`src/sv/tstw_addr.sv`:
```
`default_nettype none

// Shared cell address unit: row * COLUMNS + col
module tstw_addr #(
    parameter int COLUMNS = 80,
    parameter int ROW_W   = 5,
    parameter int COL_W   = 7,
    parameter int ADDR_W  = 11
) (
    input  wire logic [ROW_W-1:0]  row,
    input  wire logic [COL_W-1:0]  col,
    output logic      [ADDR_W-1:0] addr
);

    logic [ADDR_W-1:0] row_base;

    assign row_base = ADDR_W'(row) * ADDR_W'(COLUMNS);
    assign addr     = row_base + ADDR_W'(col);

endmodule

`default_nettype wire

```
`config.mk`:
```
export PLATFORM = sky130hd
export DESIGN_NAME = tstw_addr
export DESIGN_NICKNAME = d
export VERILOG_FILES = /design/src/sv/tstw_addr.sv
export SDC_FILE = /design/constraint.sdc
export NUM_CORES = 1
export LEC_CHECK = 0
export BUFFER_PORTS_ARGS = -buffer_cell sky130_fd_sc_hd__buf_2
export CAP_MARGIN = 40
export CORE_AREA = 2 2 39 41
export DETAILED_ROUTE_END_ITERATION = 16
export DIE_AREA = 0 0 41 43
export PLACE_DENSITY = 0.61
export SLEW_MARGIN = 5
export SYNTH_ARGS = -nofsm -noshare
export SYNTH_HDL_FRONTEND = slang
export SYNTH_SLANG_ARGS = --single-unit
```
`constraint.sdc`:
```
create_clock -name vclk -period 4.41
set_input_delay 0.6615 -clock vclk [all_inputs]
set_output_delay 0.6615 -clock vclk [all_outputs]
set_load 0.02 [all_outputs]
```
==> results of run 1 <==
==> kinds of logic after synthesis <==
group | synth area share
fa+ha+maj | 0.519
xor+xnor | 0.209
compound gates | 0.111
simple gates | 0.0596
buf+inv | 0.102
==> layout make-up <==
cell class,count,area share
well taps,16,0.0557
multi-input cells,27,0.735
repair buffers,15,0.209
==> through the flow <==
| step | total power, uW | worst slack, ns |
|---|---|---|
| after floorplan | 60.9 | 1.37 |
| after global placement | 77.7 | 1.19 |
| after detailed placement | 78.3 | 1.20 |
| after CTS | 79.1 | 1.19 |
| after global routing | 86.1 | 1.08 |
| final | 77.6 | 1.22 |
==> path summary, 6_finish.rpt <==
| kind | end | startpoint | cells after the start |
|---|---|---|---|
| max | addr[10] | row[1] | 9 |
| min | addr[1] | col[1] | 0 |
==> synth_stat cells <==
cell / instances
ha_1: 9
buf_4: 4
xnor2_1: 4
a21o_1: 3
xor2_1: 3
a21oi_1: 2
fa_1: 2
nand2_1: 2
nand4_1: 1
nor2_1: 1
==> power by group <==
group          internal [uW]  leakage (uW)  switching, uW
Combinational           31.7      0.000208           45.9
Clock                      0             0              0
Sequential                 0             0              0
==> metal layers <==
layer / GRT usage / part of all wire
met5: 0 / 0
met4: 0 / 0
met2: 0.119 / 0.49
met1: 0.0924 / 0.43
met3: 0 / 0.071
==> impl_metrics.tcl, run 1 <==
set metrics [dict create \
    outcome "complete, no violations" \
    crit_buf_inv 2 \
    dieArea_sq_mm 0.00176 \
    critPathSlowestCell "fa_1" \
    crit_family "adder cells" \
    io_pins 23 \
    area_growth_pct 22.1 \
    synth_top_cell_by_area "ha_1" \
    final_cell_mix "buf_2 (15), ha_1 (9), xnor2_1 (4), a21o_1 (3), xor2_1 (3)" \
    cp_cell_sequence "buf_2 > ha_1 > ha_1 > fa_1 > xor2_1 > nand4_1 > xnor2_1 > xnor2_1 > buf_2" \
    nets 67 \
    layout_commonest_cell "buf_2" \
    dr_total_vias 248 \
    die_w_um 41 \
    grt_overflow_total 0 \
    antenna_left 0 \
    whs_ns 1.32 \
    avgRoutedWirePerCell_um 9.24 \
    postLayoutCoreUtil 0.259 \
    drc 0 \
    grt_pass1_wl_um 876 \
    syn_inst 31 \
    yosysTopAreaCellShare 0.383 \
    via_per_inst 4.28 \
    fp.coreArea_sq_mm 0.00138 \
    endpoint_kind "output port" \
    avgSynthCellArea_sq_um 9.48 \
    max_slew_margin 0.852 \
    flops_and_latches 0 \
    netlist-cell-type-count 10 \
    max_stage_delay_ns 0.38 \
    arrival_ns 2.53 \
    required_ns 3.75 \
    num_rows 14 \
    antenna_found_initial 0 \
    syn_nets 54 \
    post_cts_buffers 0 \
    worst_pin_slew_ns 0.221 \
    cts_resized 0 \
    hold_buffers 0 \
    final-instance-count-excl-fill 58 \
    gp_congestion 0.730 \
    rsz0062_at_grt "no" \
    yosys_warnings 0 \
    grt_max_degree 5 \
    dr.first_iter.drc_count 0 \
    seqCellArea_sq_um 0 \
    port_buffers 15 \
    min_period_over_period 0.724 \
    dieHeight_um 43 \
    dpl-instance-area_sq_um 359 \
    powerDensity_mw_per_mm2 216 \
    finish.instance_area_sq_um 359 \
    routed_wl_um 536 \
    hpwl_um 515 \
    antenna_cells 0 \
    period_needed_ns 3.19 \
    slew_viol_final 0 \
    timing.critical_path.from_type "primary input" \
    tns_ns 0 \
    setup_viol 0 \
    multiInputGateArea_sq_um 264 \
    grt_pass1_vias 240 \
    min_path_type "primary input to output port" \
    yosysSeqAreaShare 0 \
    p_leak_uw 0.000208 \
    crit_fanout 3 \
    irDropWorstVdd_mv 0.0690 \
    drt_first_pass_iters 1 \
    finalHoldViolCount 0 \
    drive_above_1_share 0.357 \
    drv_cap 0 \
    nClkBuffers 0 \
    fmax_mhz 313 \
    initial_core_util 0.212 \
    placed_cells 58 \
    grt_use_total 0.0671 \
    synth_area_sq_um 294 \
    synthTopCellsByArea "ha_1 (38%), fa_1 (14%), xnor2_1 (12%)" \
    crit_type "primary input to output port" \
    nFillCells 158 \
]
Note: power is estimated with default switching activity, not from simulation.
==> inputs of run 2 (changes only) <==
PLACE_DENSITY = 0.63   (was 0.61)
clock period = 2.9 ns   (was 4.41 ns; I/O delays follow)
==> impl_metrics.tcl, run 2 (synthesized netlist as in run 1, its figures left out) <==
set metrics [dict create \
    via_per_inst 4.02 \
    arrival_ns 2.29 \
    avgRoutedWirePerCell_um 8.79 \
    tns_ns 0 \
    dieArea_sq_mm 0.00176 \
    max_stage_delay_ns 0.41 \
    p_leak_uw 0.000209 \
    drive_above_1_share 0.381 \
    final_cell_mix "buf_2 (15), ha_1 (9), xnor2_1 (4), a21o_1 (3)" \
    antenna_found_initial 0 \
    fmax_mhz 367 \
    flops_and_latches 0 \
    comb_power_share 1.000 \
    initial_core_util 0.212 \
    min_path_type "primary input to output port" \
    io_pins 23 \
    die_w_um 41 \
    routed_wl_um 510 \
    setup_viol 0 \
    drc 0 \
    endpoint_kind "output port" \
    grt_max_degree 5 \
    crit_type "primary input to output port" \
    clkPwrFrac 0 \
    min_period_over_period 0.940 \
    p_seq_frac 0 \
    grt_use_total 0.0632 \
    nClkBuffers 0 \
    grt_pass1_vias 231 \
    antenna_cells 0 \
    dr.first_iter.drc_count 0 \
    required_ns 2.47 \
    max_slew_margin 0.844 \
    power.switching_uw 69.8 \
    critPathSlowestCell "fa_1" \
    slew_viol_final 0 \
    hpwl_um 475 \
    dieHeight_um 43 \
    grt_overflow_total 0 \
    grt_pass1_wl_um 848 \
    drt_first_pass_iters 1 \
    crit_fanout 3 \
    switching_share 0.586 \
    nets 67 \
    fp.coreArea_sq_mm 0.00138 \
    timing.critical_path.from_type "primary input" \
    num_rows 14 \
    setup_ws_ns 0.173 \
    gp_congestion 0.659 \
    port_buffers 15 \
    nFillCells 153 \
    internal_power_uw 49.3 \
    layout_commonest_cell "buf_2" \
    antenna_left 0 \
    dr_total_vias 233 \
    cp_cell_sequence "buf_2 > ha_1 > ha_1 > fa_1 > xor2_2 > nand4_1 > xnor2_1 > xnor2_1 > buf_2" \
    hold_buffers 0 \
    rsz0062_at_grt "no" \
    powerDensity_mw_per_mm2 325 \
    finalHoldViolCount 0 \
    seqCellArea_sq_um 0 \
    cts_resized 0 \
    outcome "complete, no violations" \
    area_growth_pct 24.7 \
    irDropWorstVdd_mv 0.145 \
    drv_cap 0 \
    period_needed_ns 2.73 \
    worst_pin_slew_ns 0.235 \
    preCtsSetupSlack_ns 0.138 \
    post_cts_buffers 0 \
]
## run 2: cell type report
type,count,area [sq um],area share
multi-input combinational,27,272,0.741
tap,16,20.0,0.0546
timing repair buffer,15,75.1,0.205
## run 2: critical path: cells and delay by family
kind / cells / cell delay (ns)
xor gates and xnor gates: 3 / 0.51
buffers and inverters: 2 / 0.29
and+or+nand+nor: 1 / 0.14
adders and majority gates: 3 / 0.92
## run 2: per-stage QoR
step	instance area (sq um)	cells	power, uW	hold slack [ns]	utilization
finish	367	58	119	0.870	0.265
global route	367	58	131	0.870	0.265
CTS	359	58	119	0.870	0.259
detailed placement	359	58	118	0.870	0.259
global placement	359	58	117	0.870	0.259
floorplan	294	31	92.6	0.983	-
## run 2: worst paths after layout
kind,from,endpoint,cells after the start
setup / recovery,row[1],addr[10],9
hold / removal,col[0],addr[0],0
## run 2: power by group through the flow
| stage | clock (uW) | combinational, uW | sequential (uW) |
|---|---|---|---|
| 3_3_place_gp | 0 | 117 | 0 |
| 3_5_place_dp | 0 | 118 | 0 |
| 6_report | 0 | 119 | 0 |
| 5_1_grt | 0 | 131 | 0 |
| 4_1_cts | 0 | 119 | 0 |
| 2_1_floorplan | 0 | 92.6 | 0 |
## run 2: layer usage
| layer | GRT usage | up-vias | wire length, um |
|---|---|---|---|
| met1 | 0.0897 | 100 | 224 |
| li1 | - | 126 | - |
| met5 | 0 | - | 0 |
| met3 | 0.00524 | 0 | 37 |
| met4 | 0 | 0 | 0 |
| met2 | 0.106 | 7 | 247 |
==> inputs of run 3 (changes only) <==
ABC_AREA = 1   (was not set)
CORE_AREA = not set   (was 2 2 39 41)
CORE_MARGIN = 1.5   (was not set)
CORE_UTILIZATION = 25   (was not set)
DIE_AREA = not set   (was 0 0 41 43)
PLACE_DENSITY = 0.64   (was 0.63)
==> impl_metrics.tcl, run 3 <==
set metrics [dict create \
    hpwl_um 634 \
    grt_overflow_total 0 \
    finish.instance_area_sq_um 433 \
    syn_nets 78 \
    nets 91 \
    critPathSlowestCell "fa_1" \
    antenna_cells 0 \
    dr_total_vias 364 \
    io_pins 23 \
    max_stage_delay_ns 0.53 \
    area_growth_pct 17.3 \
    min_period_over_period 0.927 \
    drv_cap 0 \
    antenna_left 0 \
    fp.coreArea_sq_mm 0.00133 \
    dieHeight_um 41.4 \
    yosysTopAreaCellShare 0.305 \
    syn_inst 55 \
    dr.first_iter.drc_count 5 \
    required_ns 2.47 \
    flops_and_latches 0 \
    hold_buffers 0 \
    initial_core_util 0.277 \
    die_w_um 41.4 \
    cp_cell_sequence "buf_2 > ha_1 > ha_1 > fa_1 > nand2_1 > inv_1 > nand3_1 > nor2_1 > nand3_1 > nand2_1 > buf_2" \
    worst_pin_slew_ns 0.178 \
    fmax_mhz 372 \
    crit_type "primary input to output port" \
    min_delay_path_depth 0 \
    cts_resized 0 \
    finalHoldViolCount 0 \
    netlist-cell-type-count 12 \
    dpl-instance-area_sq_um 433 \
    irDropWorstVdd_mv 0.152 \
    tns_ns 0 \
    synth_area_sq_um 369 \
    setup_viol 0 \
    synth_top_cell_by_area "ha_1" \
    drc 0 \
    yosys_warnings 0 \
    endpoint_kind "output port" \
    drive_above_1_share 0.242 \
    rsz0062_at_grt "no" \
    multiInputGateArea_sq_um 313 \
    layout_commonest_cell "nand2_1" \
    synthTopCellsByArea "ha_1 (31%), nand2_1 (17%), nand3_1 (12%)" \
    period_needed_ns 2.69 \
    p_leak_uw 0.000261 \
    postLayoutCoreUtil 0.325 \
    grt_use_total 0.0870 \
    grt_max_degree 7 \
    dieArea_sq_mm 0.00172 \
    gp_congestion 0.737 \
    drt_first_pass_iters 2 \
    min_path_type "primary input to output port" \
    arrival_ns 2.25 \
    routed_wl_um 713 \
    port_buffers 15 \
    nFillCells 149 \
    avgRoutedWirePerCell_um 8.80 \
    synthMostInstantiatedCell "nand2_1" \
    yosysSeqAreaShare 0 \
    antenna_found_initial 0 \
    grt_pass1_vias 347 \
    max_slew_margin 0.881 \
    timing.critical_path.from_type "primary input" \
    grt_pass1_wl_um 1290 \
    seqCellArea_sq_um 0 \
    nClkBuffers 0 \
    post_cts_buffers 0 \
    powerDensity_mw_per_mm2 286 \
    slew_viol_final 0 \
    final_cell_mix "nand2_1 (17), buf_2 (15), nand3_1 (9), ha_1 (9), inv_1 (7)" \
    avgSynthCellArea_sq_um 6.71 \
    synth_common_cells "nand2_1 (17), ha_1 (9), nand3_1 (9)" \
    outcome "complete, no violations" \
    via_per_inst 4.49 \
    num_rows 13 \
    crit_fanout 4 \
]
[run 3: cell count changes in the layout (fill, tap and decap cells not counted), sizes merged]
cell   previous run  this run
xor2              3         2
nand3             0        10
a21oi             2         1
nand2             2        17
a21o              3         0
xnor2             4         1
inv               0         7
[run 3: per-layer routing]
metal | vias to the layer above | track usage | routed length (um)
li1 | 200 | - | -
met1 | 159 | 0.116 | 358
met2 | 5 | 0.156 | 321
met3 | 0 | 0.00435 | 33
met4 | 0 | 0.0129 | 0
met5 | - | 0 | 0
[run 3: kinds of logic (layout without fill, tap and decap cells)]
logic type	after synthesis	count (layout)	synth area share
XOR/XNOR	3	3	0.0712
AND/OR/NAND/NOR	29	29	0.349
adder cells (fa/ha/maj)	11	11	0.414
buffers and inverters	11	22	0.153
AO/OA/AOI/OAI	1	1	0.0135
[run 3: metrics by stage]
step	instances	worst slack [ns]	total power, uW	hold WS (ns)
final	81	0.212	124	0.870
after global routing	81	0.0638	138	0.870
after CTS	81	0.187	125	0.870
after detailed placement	81	0.201	124	0.870
after global placement	81	0.248	123	0.870
after floorplan	55	0.520	98.3	0.983
[run 3: path summary, 6_finish.rpt]
kind	end	slack (ns)	from
worst max-delay path	addr[10]	0.21	row[1]
worst min-delay path	addr[0]	0.87	col[0]
[run 3: where the power goes]
part	switching [uW]	leakage [uW]	internal, uW	total, uW
clock network	0	0	0	0
registers	0	0	0	0
logic	76.5	0.000261	47.4	124
[run 3: final cells by class]
cell class	instances	share of cell area
inverter	7	0.0607
timing repair buffer	15	0.173
tap	15	0.0434
multi-input combinational	44	0.723
[run 3: worst max-delay path, delay by kind of cell]
kind	cells	cell delay (ns)
adder cells (fa/ha/maj)	3	1.05
buffers and inverters	3	0.37
AND/OR/NAND/NOR	5	0.39
